$ cat config.mk
export PLATFORM = sky130hd
export DESIGN_NAME = c2d_mac
export DESIGN_NICKNAME = d
export VERILOG_FILES = /design/src/hw/rtl/c2d_pkg.sv /design/src/hw/rtl/c2d_mac.sv
export SDC_FILE = /design/constraint.sdc
export NUM_CORES = 1
export LEC_CHECK = 0
export BUFFER_PORTS_ARGS = -buffer_cell sky130_fd_sc_hd__buf_4
export CELL_PAD_IN_SITES_DETAIL_PLACEMENT = 0
export CELL_PAD_IN_SITES_GLOBAL_PLACEMENT = 2
export CORE_MARGIN = 1
export CORE_UTILIZATION = 40
export DETAILED_ROUTE_END_ITERATION = 10
export PLACE_DENSITY_LB_ADDON = 0.1
export SYNTH_ARGS = -nofsm -noshare
export SYNTH_HDL_FRONTEND = slang
export SYNTH_SLANG_ARGS = --single-unit
$ cat constraint.sdc
create_clock -name clk -period 6.3 [get_ports clk]
set_input_delay 0.945 -clock clk [delete_from_list [all_inputs] [get_ports clk]]
set_output_delay 0.945 -clock clk [all_outputs]
set_load 0.01 [all_outputs]
$ cat src/hw/rtl/c2d_pkg.sv
// Shared constants, types and address helpers for the 2D convolution engine.
// Used by every module of the block; depends on nothing.
package c2d_pkg;

	// Store geometry
	localparam int MAX_IN_CHANNELS  = 64;
	localparam int MAX_OUT_CHANNELS = 32;
	localparam int MAX_ROWS         = 32;
	localparam int MAX_COLS         = 32;
	localparam int MAX_KERNEL       = 3;

	localparam int KTAPS        = MAX_KERNEL * MAX_KERNEL;
	localparam int WCHAN_STRIDE = MAX_IN_CHANNELS * KTAPS;
	localparam int SAMPLE_DEPTH = MAX_IN_CHANNELS * MAX_ROWS * MAX_COLS;
	localparam int WEIGHT_DEPTH = MAX_OUT_CHANNELS * WCHAN_STRIDE;
	localparam int SAMPLE_AW    = $clog2(SAMPLE_DEPTH);
	localparam int WEIGHT_AW    = $clog2(WEIGHT_DEPTH);

	// Data widths
	localparam int VAL_W  = 16;
	localparam int PROD_W = 32;
	localparam int ACC_W  = 48;

	// Command codes (carried on tuser)
	localparam logic [1:0] CMD_WR_WEIGHT = 2'd0;
	localparam logic [1:0] CMD_WR_SAMPLE = 2'd1;
	localparam logic [1:0] CMD_COMPUTE   = 2'd2;

	// Register indexes
	localparam int REG_IDX_W = 3;
	localparam logic [REG_IDX_W-1:0] REG_IN_CH  = 3'd0;
	localparam logic [REG_IDX_W-1:0] REG_OUT_CH = 3'd1;
	localparam logic [REG_IDX_W-1:0] REG_HEIGHT = 3'd2;
	localparam logic [REG_IDX_W-1:0] REG_WIDTH  = 3'd3;
	localparam logic [REG_IDX_W-1:0] REG_KSIZE  = 3'd4;
	localparam int CFG_W = 7;

	// Clamped configuration seen by the sequencer
	typedef struct packed {
		logic [6:0] nin;
		logic [5:0] nout;
		logic [5:0] h;
		logic [5:0] w;
		logic [1:0] k;
	} cfg_t;

	// Sequencer to MAC control
	typedef struct packed {
		logic clear;
		logic issue;
		logic tap_ok;
	} mac_ctl_t;

	// Offset of a tap inside one channel's kernel
	function automatic logic [3:0] tap_off(input logic [1:0] tr, input logic [1:0] tc);
		tap_off = 4'(tr) * 4'(MAX_KERNEL) + 4'(tc);
	endfunction

	// Weight store address: ((oc * IC + ic) * K + tr) * K + tc
	function automatic logic [WEIGHT_AW-1:0] weight_addr(input logic [4:0] oc,
		input logic [5:0] ic, input logic [1:0] tr, input logic [1:0] tc);
		logic [WEIGHT_AW-1:0] a;
		a = WEIGHT_AW'(oc) * WEIGHT_AW'(WCHAN_STRIDE);
		a = a + WEIGHT_AW'(ic) * WEIGHT_AW'(KTAPS);
		weight_addr = a + WEIGHT_AW'(tap_off(tr, tc));
	endfunction

	// Sample store address: (ic * ROWS + r) * COLS + c
	function automatic logic [SAMPLE_AW-1:0] sample_addr(input logic [5:0] ic,
		input logic [4:0] r, input logic [4:0] c);
		sample_addr = {ic, r, c};
	endfunction

endpackage

$ cat src/hw/rtl/c2d_mac.sv
// Multiply-accumulate pipeline: store read data -> product register -> 48-bit sum.
// Depends on c2d_pkg.
module c2d_mac (
	input  logic                        clk,
	input  logic                        arst_n,
	input  c2d_pkg::mac_ctl_t           ctl,
	input  logic [c2d_pkg::VAL_W-1:0]   w_rdata,
	input  logic [c2d_pkg::VAL_W-1:0]   s_rdata,
	output logic [c2d_pkg::ACC_W-1:0]   acc,
	output logic                        busy
);

	logic                               issue_s1;
	logic                               ok_s1;
	logic                               issue_s2;
	logic                               add_s2;
	logic signed [c2d_pkg::PROD_W-1:0]  prod_s2;
	logic signed [c2d_pkg::ACC_W-1:0]   acc_q;

	// Pipeline control flags
	always_ff @(posedge clk or negedge arst_n) begin
		if (!arst_n) begin
			issue_s1 <= 1'b0;
			ok_s1    <= 1'b0;
			issue_s2 <= 1'b0;
			add_s2   <= 1'b0;
		end else begin
			issue_s1 <= ctl.issue;
			ok_s1    <= ctl.issue & ctl.tap_ok;
			issue_s2 <= issue_s1;
			add_s2   <= issue_s1 & ok_s1;
		end
	end

	// Product register
	always_ff @(posedge clk) begin
		prod_s2 <= $signed(w_rdata) * $signed(s_rdata);
	end

	// Accumulator; taps off the image contribute nothing
	always_ff @(posedge clk or negedge arst_n) begin
		if (!arst_n) begin
			acc_q <= '0;
		end else if (ctl.clear) begin
			acc_q <= '0;
		end else if (add_s2) begin
			acc_q <= acc_q + c2d_pkg::ACC_W'(prod_s2);
		end
	end

	assign acc  = acc_q;
	assign busy = issue_s1 | issue_s2;

endmodule

# Yosys cells after proc, flatten, opt, wreduce, memory -nomap -nowiden

Cells that the tools add are included.

Bits in registers: 84
Input bits: 37
Output and inout bits: 49
Word-level logic and storage cells: 14

Add/subtract/negate cells: 1
Multipliers: 1
Multiplexer cells: 2
Bitwise logic cells: 3
Reductions and logical operators: 1

Operator list:

| cell                                           | count |
|---|---|
| 48-bit two-way mux                             | 2 |
| 48-bit by 32-bit adder with 48-bit output      | 1 |
| 16-bit by 16-bit multiplier with 32-bit output | 1 |
| 1-bit bitwise AND                              | 2 |
| 2-bit nonzero test                             | 1 |
| 1-bit OR                                       | 1 |

# Depth between registers and ports, before layout

Depth after elaboration: 3
Mapped depth: 25
Mapped depth without buffers: 24

# Worst setup path before layout

Ideal clock, no wire load.

Path kind: input to register
Start point: in w_rdata[11] (netlist name)
End point: reg prod_s2[30] (netlist name)
Library setup time: 118 ps
Data arrival time: 6266 ps
Required time: 6182 ps
Slack: -84 ps
Stages: 22
Buffers on the path: 1
Cell sequence: clkbuf_1 -> nand2_1 -> fa_1 -> fa_1 -> fa_1 -> inv_1 -> fa_1 -> fa_1 -> inv_1 -> fa_1 -> inv_1 -> ha_1 -> o21ai_0 -> nand2b_1 -> a21oi_1 -> nor2_1 -> o22ai_1 -> o311a_1 -> o41ai_2 -> a21o_1 -> a21oi_1 -> xnor2_1

Cells in the longest elaborated chain, start to end: 1

Ends and longest elaborated chain:

| what                                           | RTL line      | text |
|---|---|---|
| start: declaration                             | c2d_mac.sv:7  | `input logic [c2d_pkg::VAL_W-1:0] w_rdata,` |
| 16-bit by 16-bit multiplier with 32-bit output | c2d_mac.sv:37 | `prod_s2 <= $signed(w_rdata) * $signed(s_rdata);` |
| end signal: assignment                         | c2d_mac.sv:37 |  |
| end: declaration                               | c2d_mac.sv:17 | `logic signed [c2d_pkg::PROD_W-1:0] prod_s2;` |

No other way between the ends.
A chain may end at the register's enable or synchronous reset.

# Worst setup path after layout

Start point: in s_rdata[4] (netlist name)
End point: reg prod_s2[31] (netlist name)

Cells in the longest elaborated chain, start to end: 1

Ends and longest elaborated chain:

| what                                           | RTL line      | text |
|---|---|---|
| start: declaration                             | c2d_mac.sv:8  | `input logic [c2d_pkg::VAL_W-1:0] s_rdata,` |
| 16-bit by 16-bit multiplier with 32-bit output | c2d_mac.sv:37 |  |

No other way between the ends.

==> results.txt <==
Status: complete, no violations
Root buffer cell: clkbuf_16
Slew @ Worst Pin: 0.885 ns
CP max-delay cell: fa_1
Hold slack: 0.399 ns
# Max-Cap Violations: 0
Crit path capture type: register
CTS tree: built
NumNets Final: 2,221
Fin crit period: 6.00 ns
Post-CTS setup buffer count: 0
Number of port buffers: 85
Post-synth top area share: 34.8%
Share of cells above drive strength 1: 11.5%
# IOs: 86
Max Freq: 167 MHz
#FFs+latches synth: 84
Drt initial violations: 474
Fill cells: 3,651
Vias per std cell: 4.90
Crit Path Max Fanout: 10
R2r worst-path depth: 12
Initial Util: 41.0%
Synth cell types: 65
Dominant synthesized flop cell: dfrtp_1
Hold Fails Final Rpt: 0
Vias in the first global route: 11.9k
Synth top cells by count: inv_1 (331), fa_1 (263), nand2_1 (163), ha_1 (129), and2_1 (125)
Worst-skew pair later-pin latency: 0.35 ns
Crit-path most repeated cell: fa_1
Synth top area cells: fa_1 (35%), ha_1 (11%), dfrtp_1 (8.6%)
GRT Overall Usage: 20.2%
Num CTS Buffers: 9
RR Endpoint: acc[26]$_DFFE_PN0P_
Worst clock skew: 0.0109 ns
Core ar.: 0.0369 mm²
Crit path required time: 6.57 ns
Max clock buf depth: 2
Htree depth: 3
Largest net degree at the start of global routing: 53
Largest stage delay on the critical path: 0.54 ns
Area of the multi-input gates: 0.0117 mm²
Async set-reset flop share out of synthesis: 61.9%
Hold path cells: 0
Worst hold start: issue_s1$_DFF_PN0_
Clock tree sinks: 84
First-pass GRT wire length: 62,400 µm
Clock-pin slew on the worst setup and hold paths: 0.06 ns
Std-Cell Rows: 70
Avg Inst Size Synth: 9.04 µm²
Count leader, synth: inv_1
Crit path cell chain: buf_4 -> and2_1 -> fa_1 -> inv_1 -> fa_1 -> fa_1 -> inv_1 -> fa_1 -> fa_1 -> inv_1 -> fa_1 -> inv_1 -> ha_1 -> a21oi_1 -> nor2b_1 -> o21ai_0 -> nand2b_1 -> a31oi_2 -> a211oi_2 -> a41oi_2 -> o2111ai_1 -> a21oi_1 -> xnor2_1
Biggest area consumer among synthesized cells: fa_1
Vias: 11.3k
Reg area: 0.00194 mm²
Finished Core Util: 46.5%
Routed Antenna Nets: 0
First-pass DRT Iterations: 5
Gpl congestion: 0.856
Cells after Synth: 1,673
Slew HR: 40.9%
Synthesized area: 0.0151 mm²
Setup CP Type: in -> reg
N_diodes: 0
Ys Warns: 0
Chip height: 196 µm
Area Overhead vs Synth: 13.2%
Die extent in x: 196 µm
Register area share after synthesis: 12.8%
Worst Path Arrival: 6.27 ns
Slew Limit Fails: 0
Setup crit start kind: primary input
Period utilization: 95.2%
Initial antenna violation count: 0
Post-synth EDFFs: 0
Average wire per standard cell: 16.2 µm
Hpwl dp: 32,500 µm
Worst hold endpoint: issue_s2$_DFF_PN0_
Worst R2R Setup Slack: 2.76 ns
Reg-to-Reg Start: acc[0]$_DFFE_PN0P_
Syn nets: 2,102
Final setup viols: 0
Hold WC Path Type: reg -> reg
Detailed-route DRC error count: 0
Unrepaired setup endpoints after global routing: false
Drt total wl: 37,300 µm
Total gr overflow: 0
Die area: 0.0386 mm²
-- how the worst max path moves through the flow --
stage                      startpoint             endpoint  depth (start not counted)
after detailed placement   w_rdata[9]  prod_s2[28]$_DFF_P_                         23
after global routing       w_rdata[5]  prod_s2[31]$_DFF_P_                         20
after CTS                  w_rdata[9]  prod_s2[28]$_DFF_P_                         23
after global placement     w_rdata[9]  prod_s2[30]$_DFF_P_                         23
after floorplan           w_rdata[15]  prod_s2[30]$_DFF_P_                         22
final                      s_rdata[4]  prod_s2[31]$_DFF_P_                         23
-- sequential cells by signal (all words and copies together) (netlist names) --
register	cells
ok_s1	1
add_s2	1
issue_s2	1
acc	48
prod_s2	32
issue_s1	1
-- cell usage in the layout, fill, tap and decap left out, types with 22 or more instances in the layout --
master,netlist,final
nand3_1,22,22
buf_4,0,164
and2_1,125,125
mux2i_1,29,29
xnor2_1,54,54
dfrtp_1,52,51
fa_1,263,263
nand2_1,163,163
o21ai_0,26,25
ha_1,129,129
nor2_1,88,87
dfxtp_1,32,32
a21o_1,27,27
a21oi_1,71,71
inv_1,331,331
-- layout make-up --
class	count	area share (%)
Timing Repair Buffer	168	7.65
Clock inverter	4	0.131
Inverter	331	7.25
Sequential cell	84	11.3
Multi-Input combinational cell	1198	68.4
Tap cell	504	3.68
Clock buffer	12	1.50
-- cells by family after synthesis --
group	share of synthesized area (%)
fa+ha+maj	45.5
buf+inv	9.75
simple gates	15.7
mux	1.92
xor+xnor	4.34
compound gates	9.94
flops	12.8
-- repair_timing --
item | CTS | global route
hold buffers | 0 | 0
resized for setup | 0 | 2
setup endpoints to repair | 0 | 3
-- layer usage --
metal	wire (µm)	track usage, %	share of wire, %
met1	18600	29.1	50
met2	17200	33.2	46
met3	840	1.21	2.3
met4	620	5.01	1.7
met5	0	0	0
-- worst max-delay path, delay by kind of cell --
kind	cells	cell delay [ns]
compound gates	7	1.28
xor+xnor	1	0.15
fa+ha+maj	7	3.24
buf+inv	5	0.34
simple gates	3	0.32
-- through the flow --
stage	cells	cell area, µm²	TNS [ns]	setup slack, ns
2_1_floorplan	1673	15100	0	0.0342
3_3_place_gp	2285	16800	-0.196	-0.0978
3_5_place_dp	2285	16800	-0.515	-0.128
4_1_cts	2301	17100	0	0.242
5_1_grt	2301	17100	0	0.0121
6_report	2301	17100	0	0.305
Power is not shown: default switching activity piles up to over one toggle a cycle in this logic, so the estimate is an artifact.
