===== src/hw/rtl/c2d_pkg.sv =====
// Shared constants, types and address helpers for the 2D convolution engine.
// Used by every module of the block; depends on nothing.
package c2d_pkg;

	// Store geometry
	localparam int MAX_IN_CHANNELS  = 64;
	localparam int MAX_OUT_CHANNELS = 32;
	localparam int MAX_ROWS         = 32;
	localparam int MAX_COLS         = 32;
	localparam int MAX_KERNEL       = 3;

	localparam int KTAPS        = MAX_KERNEL * MAX_KERNEL;
	localparam int WCHAN_STRIDE = MAX_IN_CHANNELS * KTAPS;
	localparam int SAMPLE_DEPTH = MAX_IN_CHANNELS * MAX_ROWS * MAX_COLS;
	localparam int WEIGHT_DEPTH = MAX_OUT_CHANNELS * WCHAN_STRIDE;
	localparam int SAMPLE_AW    = $clog2(SAMPLE_DEPTH);
	localparam int WEIGHT_AW    = $clog2(WEIGHT_DEPTH);

	// Data widths
	localparam int VAL_W  = 16;
	localparam int PROD_W = 32;
	localparam int ACC_W  = 48;

	// Command codes (carried on tuser)
	localparam logic [1:0] CMD_WR_WEIGHT = 2'd0;
	localparam logic [1:0] CMD_WR_SAMPLE = 2'd1;
	localparam logic [1:0] CMD_COMPUTE   = 2'd2;

	// Register indexes
	localparam int REG_IDX_W = 3;
	localparam logic [REG_IDX_W-1:0] REG_IN_CH  = 3'd0;
	localparam logic [REG_IDX_W-1:0] REG_OUT_CH = 3'd1;
	localparam logic [REG_IDX_W-1:0] REG_HEIGHT = 3'd2;
	localparam logic [REG_IDX_W-1:0] REG_WIDTH  = 3'd3;
	localparam logic [REG_IDX_W-1:0] REG_KSIZE  = 3'd4;
	localparam int CFG_W = 7;

	// Clamped configuration seen by the sequencer
	typedef struct packed {
		logic [6:0] nin;
		logic [5:0] nout;
		logic [5:0] h;
		logic [5:0] w;
		logic [1:0] k;
	} cfg_t;

	// Sequencer to MAC control
	typedef struct packed {
		logic clear;
		logic issue;
		logic tap_ok;
	} mac_ctl_t;

	// Offset of a tap inside one channel's kernel
	function automatic logic [3:0] tap_off(input logic [1:0] tr, input logic [1:0] tc);
		tap_off = 4'(tr) * 4'(MAX_KERNEL) + 4'(tc);
	endfunction

	// Weight store address: ((oc * IC + ic) * K + tr) * K + tc
	function automatic logic [WEIGHT_AW-1:0] weight_addr(input logic [4:0] oc,
		input logic [5:0] ic, input logic [1:0] tr, input logic [1:0] tc);
		logic [WEIGHT_AW-1:0] a;
		a = WEIGHT_AW'(oc) * WEIGHT_AW'(WCHAN_STRIDE);
		a = a + WEIGHT_AW'(ic) * WEIGHT_AW'(KTAPS);
		weight_addr = a + WEIGHT_AW'(tap_off(tr, tc));
	endfunction

	// Sample store address: (ic * ROWS + r) * COLS + c
	function automatic logic [SAMPLE_AW-1:0] sample_addr(input logic [5:0] ic,
		input logic [4:0] r, input logic [4:0] c);
		sample_addr = {ic, r, c};
	endfunction

endpackage


===== src/hw/rtl/c2d_seq.sv =====
// Compute sequencer: walks channels and kernel taps, drives store reads and MAC control.
// Depends on c2d_pkg.
module c2d_seq (
	input  logic                           clk,
	input  logic                           arst_n,
	input  c2d_pkg::cfg_t                  cfg,
	input  logic                           in_valid,
	input  logic [1:0]                     in_cmd,
	input  logic [4:0]                     in_oc,
	input  logic [4:0]                     in_row,
	input  logic [4:0]                     in_col,
	input  logic                           out_free,
	input  logic                           mac_busy,
	output logic                           in_ready,
	output c2d_pkg::mac_ctl_t              ctl,
	output logic [c2d_pkg::WEIGHT_AW-1:0]  w_raddr,
	output logic [c2d_pkg::SAMPLE_AW-1:0]  s_raddr,
	output logic                           res_load,
	output logic [4:0]                     res_chan,
	output logic [4:0]                     res_row,
	output logic [4:0]                     res_col
);

	localparam logic [1:0] ST_IDLE  = 2'd0;
	localparam logic [1:0] ST_RUN   = 2'd1;
	localparam logic [1:0] ST_DRAIN = 2'd2;
	localparam logic [1:0] ST_DONE  = 2'd3;

	logic [1:0]                     state_q;
	logic [4:0]                     oc_q;
	logic [4:0]                     row_q;
	logic [4:0]                     col_q;
	logic [5:0]                     c_q;
	logic [1:0]                     a_q;
	logic [1:0]                     b_q;
	logic [c2d_pkg::WEIGHT_AW-1:0]  chan_base_q;

	logic       start;
	logic       empty_sum;
	logic       half;
	logic [6:0] sr;
	logic [6:0] sc;
	logic       b_end;
	logic       a_end;
	logic       c_end;

	assign in_ready = (state_q == ST_IDLE);

	// Compute that yields a result
	assign start = in_ready && in_valid && (in_cmd == c2d_pkg::CMD_COMPUTE)
		&& (6'(in_oc) < cfg.nout) && (6'(in_row) < cfg.h) && (6'(in_col) < cfg.w);
	assign empty_sum = (cfg.nin == 7'd0) || (cfg.k == 2'd0);

	// Source position of the current tap
	assign half = cfg.k[1];
	assign sr = 7'(row_q) + 7'(half) - 7'(a_q);
	assign sc = 7'(col_q) + 7'(half) - 7'(b_q);

	assign b_end = (b_q == cfg.k - 2'd1);
	assign a_end = (a_q == cfg.k - 2'd1);
	assign c_end = ({1'b0, c_q} == cfg.nin - 7'd1);

	// Store reads and MAC control
	always_comb begin
		ctl.clear  = start;
		ctl.issue  = (state_q == ST_RUN);
		ctl.tap_ok = !sr[6] && (sr < 7'(cfg.h)) && !sc[6] && (sc < 7'(cfg.w));
		w_raddr    = chan_base_q + c2d_pkg::WEIGHT_AW'(c2d_pkg::tap_off(a_q, b_q));
		s_raddr    = c2d_pkg::sample_addr(c_q, sr[4:0], sc[4:0]);
	end

	assign res_load = (state_q == ST_DONE) && out_free;
	assign res_chan = oc_q;
	assign res_row  = row_q;
	assign res_col  = col_q;

	// Point coordinates of the running compute
	always_ff @(posedge clk) begin
		if (start) begin
			oc_q  <= in_oc;
			row_q <= in_row;
			col_q <= in_col;
		end
	end

	// State and tap counters
	always_ff @(posedge clk or negedge arst_n) begin
		if (!arst_n) begin
			state_q     <= ST_IDLE;
			c_q         <= '0;
			a_q         <= '0;
			b_q         <= '0;
			chan_base_q <= '0;
		end else begin
			unique case (state_q)
				ST_IDLE: begin
					if (start) begin
						c_q         <= '0;
						a_q         <= '0;
						b_q         <= '0;
						chan_base_q <= c2d_pkg::weight_addr(in_oc, 6'd0, 2'd0, 2'd0);
						state_q     <= empty_sum ? ST_DRAIN : ST_RUN;
					end
				end
				ST_RUN: begin
					if (b_end) begin
						b_q <= '0;
						if (a_end) begin
							a_q         <= '0;
							c_q         <= c_q + 6'd1;
							chan_base_q <= chan_base_q
								+ c2d_pkg::WEIGHT_AW'(c2d_pkg::KTAPS);
							if (c_end) begin
								state_q <= ST_DRAIN;
							end
						end else begin
							a_q <= a_q + 2'd1;
						end
					end else begin
						b_q <= b_q + 2'd1;
					end
				end
				ST_DRAIN: begin
					if (!mac_busy) begin
						state_q <= ST_DONE;
					end
				end
				ST_DONE: begin
					if (out_free) begin
						state_q <= ST_IDLE;
					end
				end
				default: state_q <= ST_IDLE;
			endcase
		end
	end

endmodule


===== config.mk =====
export PLATFORM = sky130hd
export DESIGN_NAME = c2d_seq
export DESIGN_NICKNAME = d
export VERILOG_FILES = /design/src/hw/rtl/c2d_pkg.sv /design/src/hw/rtl/c2d_seq.sv
export SDC_FILE = /design/constraint.sdc
export NUM_CORES = 1
export LEC_CHECK = 0
export BUFFER_PORTS_ARGS = -buffer_cell sky130_fd_sc_hd__buf_2
export CORE_ASPECT_RATIO = 2
export CORE_UTILIZATION = 49
export CTS_CLUSTER_SIZE = 30
export DETAILED_ROUTE_END_ITERATION = 7
export GPL_TIMING_DRIVEN = 0
export PLACE_DENSITY = 0.78
export SYNTH_ARGS = -nofsm -noshare
export SYNTH_HDL_FRONTEND = slang
export SYNTH_SLANG_ARGS = --single-unit

===== constraint.sdc =====
create_clock -name clk -period 3.1 [get_ports clk]
set_clock_uncertainty 0.2 [all_clocks]
set_input_delay 0.31 -clock clk [delete_from_list [all_inputs] [get_ports clk]]
set_output_delay 0.31 -clock clk [all_outputs]
set_load 0.005 [all_outputs]

Word-level counts from Yosys, hierarchy flattened
Cells that the tools add are included.

operators by class
  add/sub/neg operators = 12
  $mul = 2
  divide/modulo/power cells = 0
  $lt $le $gt $ge = 5
  eq/ne operators = 13
  shift operators = 0
  mux-type cells = 22
  bitwise gates (word level) = 0
  reduce and logical (&&, ||, !) cells = 20

operators with widths
  cell                   number
  $mux 15                3
  $pmux 15 s2            1
  $mux 2                 11
  $lt 5x6->1             3
  $mux 6                 3
  $add 15x4->15          1
  $add 15x4->15 const B  1
  $lt 7x6->1             2
  $sub 6x2->7            2
  $add 5x1->6            2
  $pmux 6 s2             1
  $logic_and 1x1->1      9
  $mul 5x4->9 const B    1
  $ne 2x1->1 const B     4
  $pmux 2 s2             2
  $pmux 2 s4             1
  $eq 6x7->1             1
  $logic_not 7->1        1
  $sub 7x1->7 const B    1
  $add 6x1->6 const B    1
  $eq 2x2->1 const B     3
  $reduce_and 6->1       1
  $add 2x1->2 const B    2
  $add 4x2->4            1
  other kinds (12)       16

word-level totals
  register bits = 42
  latch bits = 0
  memory bits (writable) = 0
  bits in read-only memories = 0
  output and inout port bits = 51
  memories = 0

Logic depth before layout (Yosys ltp)
  depth in word-level cells = 8
  mapped depth = 14
  depth with buffers taken out = 14

Least setup slack after synthesis
No wires, ideal clock.

  path type = register to output
  start point = register a_q[0]
  end point = output w_raddr[14] (netlist name)
  arrival time = 2774 ps
  required time = 2590 ps
  path slack = -184 ps
  stages on the path, launching flop included = 12
  buffers on the path = 0
  path through = dfrtp_1 > fa_1 > ha_1 > inv_1 > fa_1 > inv_1 > ha_1 > a21o_1 > a21oi_1 > nor2_1 > nand3_1 > xnor2_1

between the ends
  cells in the longest elaborated chain, start to end = 3

ends and longest elaborated chain
  what                    line            RTL
  from (decl)             c2d_seq.sv:34   logic [1:0] a_q;
  from (signal assigned)  c2d_seq.sv:117  a_q <= a_q + 2'd1;
  $mul 2x2->4             c2d_pkg.sv:56   tap_off = 4'(tr) * 4'(MAX_KERNEL) + 4'(tc);
  $add 4x2->4             c2d_pkg.sv:56
  $add 15x4->15           c2d_seq.sv:68   w_raddr = chan_base_q + c2d_pkg::WEIGHT_AW'(c2d_pkg::tap_off(a_q, b_q));
  to (decl)               c2d_seq.sv:16   output logic [c2d_pkg::WEIGHT_AW-1:0] w_raddr,

Every way passes these cells.

Worst setup path after layout
  start point = register a_q[0]
  end point = output w_raddr[8] (netlist name)

Same word-level chain as after synthesis.

==> results.toml <==
[detailed_routing]
wire_per_inst_um = 16.8
vias_per_cell = 5.84
final_antenna_net_count = 0
first_iter_violations = 131
vias = 3694
wl_um = 10600
drc = 0
drtPass1Iterations = 4

[clock_tree]
htree_levels = 2
cts_max_path_buffers = 2
cts_made_buffers = 5
cts_tree = "built"
cts.clk_slew.worst_paths_ns = 0.07
cts_sinks = 42
cts_root_buffer = "clkbuf_16"
clock_latency_ns = 0.30

[die]
row_count = 45
dieHeight_um = 128
dieArea_um2 = 8380
pin_count = 100
core_um2 = 7660
initial_utilization_pct = 51.2
die_x_um = 65.2

[synthesis]
synth_ff_type = "dfrtp_1"
async_flop_share_pct = 64.3
ys_warn_count = 0
synth.distinct_cells = 58
synth-edff-count = 15
synth-seq-cells = 42
netlist.area_leader.share_pct = 18.8
syn_inst = 424
synth_area_leaders = "ha_1, dfrtp_1, edfxtp_1, xnor2_1, inv_1"
netlist_area_um2 = 3920
postSynthAreaPerCell_um2 = 9.24
synth.net_count = 538
post-synth-top-area-cell = "ha_1"
synth-seq-area-share_pct = 28.7

[sta]
relSlewSlack_pct = 53.1
drv_slew = 0
setup_viol = 13
final_hold_viol_count = 0
hold_slack_ns = 0.00791
fin_ws_ns = -0.514
rsz0062_at_grt = "yes"
tightest_slew_ns = 0.703
max_freq_mhz = 277
period_needed_ns = 3.61
period_share_pct = 117

[run_status]
outcome = "finished with violations"
violations = "setup timing"

[grt]
grt_pass1_wl_um = 17100
antenna_found_initial = 0
grt_pass1_vias = 3829
grt_max_degree = 28
grt-ovfl-total = 0
grt.total_usage_pct = 26.5

[placement]
dp_hpwl_um = 8370
numPortBuffers = 99
dpl_cell_area_um2 = 4560
place_congestion = 0.922

[setup_path]
endpoint_kind = "primary output"
critPathMaxFanout = 5
r2r_end = "b_q[1]$_DFFE_PN0P_"
r2r.worst_path.cells = 9
r2r_start = "state_q[0]$_DFFE_PN0P_"
criticalPathCategory = "reg -> out"
critPathLaunchType = "register"
required_ns = 2.59
arrival_ns = 3.10
rrSetupSlack_ns = 0.29

[final_layout]
final_nets = 651
antenna_cells = 0
syn_to_final_growth_pct = 24.4
layout-drive-gt1-share_pct = 28.4
final_area_um2 = 4870
post-route-util_pct = 63.6

[power_and_ir_drop]
powerDensity_nw_per_um2 = 799
p_leak_nw = 2.36
ir_worst_vdd_mv = 0.574

[min_path]
hold_end = "res_col[0]$_DFFE_PP_"
worst_hold_startpoint = "in_col[0]"
min_path_cells = 1
hold_path_class = "in -> reg"

[flow_run]
cap_violations = 0
## critical path: stages (launching register included)
cell and delay, ns:
dfrtp_2 0.44, fa_1 0.55, ha_1 0.15, inv_1 0.05
fa_1 0.49, inv_2 0.05, ha_4 0.22, a21o_1 0.19
a21oi_4 0.24, nor2_4 0.06, nand2_2 0.09, xnor2_2 0.12
buf_2 0.14
## worst max path at each step
stage	from	to	cells after the start
2_1_floorplan	b_q[0]$_DFFE_PN0P_	ctl[0]	12
3_3_place_gp	a_q[0]$_DFFE_PN0P_	w_raddr[8]	12
3_5_place_dp	a_q[0]$_DFFE_PN0P_	w_raddr[8]	12
4_1_cts	a_q[0]$_DFFE_PN0P_	w_raddr[13]	12
5_1_grt	a_q[0]$_DFFE_PN0P_	w_raddr[8]	12
6_report	a_q[0]$_DFFE_PN0P_	w_raddr[8]	12
## cells in the mapped netlist (3+ instances only)
master,number
o21a_1,7
o22ai_1,6
o21bai_1,3
nor2b_1,8
nand2b_1,10
a22o_1,3
mux2_2,3
xor2_1,9
nor3_1,10
edfxtp_1,15
o21ai_0,21
nand3_1,9
fa_1,6
a21o_1,10
buf_2,5
dfrtp_1,27
a211oi_1,4
inv_1,55
nand2_1,20
a21oi_1,14
and3_1,3
or4_1,3
a2bb2oi_1,8
clkbuf_1,9
nand4_1,7
ha_1,59
nor2_1,15
and2_1,3
xnor2_1,26
o31ai_1,5
a31oi_1,3
or3_1,5
## per-layer routing
layer	wire [µm]	global-route usage [%]	vias up
li1	-	-	1735
met1	3740	25.4	1799
met2	6100	52.3	134
met3	469	3.46	26
met4	325	13.0	0
met5	0	0	-
## cells in the final DEF (no fill, tap or decap), types with 10 or more instances in the layout
| cell | n |
|---|---|
| buf_2 | 104 |
| ha_1 | 57 |
| inv_1 | 53 |
| xnor2_1 | 24 |
| dfrtp_1 | 24 |
| o21ai_0 | 19 |
| nand2_1 | 19 |
| edfxtp_1 | 15 |
| a21oi_1 | 11 |
| nor2_1 | 11 |
| nand2b_1 | 10 |
| a21o_1 | 10 |
## logic make-up (layout without fill, tap and decap cells)
kind of cell | Yosys count | count (layout) | synth area share, %
compound gates | 105 | 105 | 19.2
xor+xnor | 35 | 35 | 7.82
fa+ha+maj | 65 | 65 | 21.9
buf+inv | 71 | 185 | 7.25
flops | 42 | 42 | 28.7
mux | 5 | 5 | 1.37
simple gates | 101 | 101 | 13.7
## layout make-up
class | instances | area [µm²]
plain buffers | 16 | 77.6
repair buffers | 106 | 551
flip-flops and latches | 42 | 1130
well taps | 94 | 118
clock buffers | 5 | 125
clock inverters | 3 | 45.0
multi-input cells | 311 | 2620
fillers | 667 | 2780
inverters | 55 | 206
## timing repair
action                     CTS  global route
gates resized for setup     15            12
hold endpoints to repair    27             0
pin swaps                    9             3
hold buffers                 1             0
buffers inserted             5             1
setup endpoints to repair   17            15
## report_power, final
group / total [mW] / switching (mW) / internal [mW]
logic: 2.39 / 1.32 / 1.07
clock network: 0.619 / 0.239 / 0.380
registers: 0.883 / 0.156 / 0.727
## sequential cells by signal (all words and copies together) (netlist names)
name,count
a_q,2
b_q,2
c_q,6
chan_base_q,15
res_chan,5
res_col,5
res_row,5
state_q,2
## per-stage QoR
stage	instances	total power [mW]	setup TNS, ns	setup WS (ns)
after floorplan	424	2.37	0	0.000949
after global placement	617	3.03	-2.84	-0.307
after detailed placement	617	3.13	-3.27	-0.337
after CTS	631	3.85	-5.97	-0.535
after global routing	632	4.19	-7.25	-0.622
final	632	3.90	-5.54	-0.514
Power figures use the tool's default switching activity.
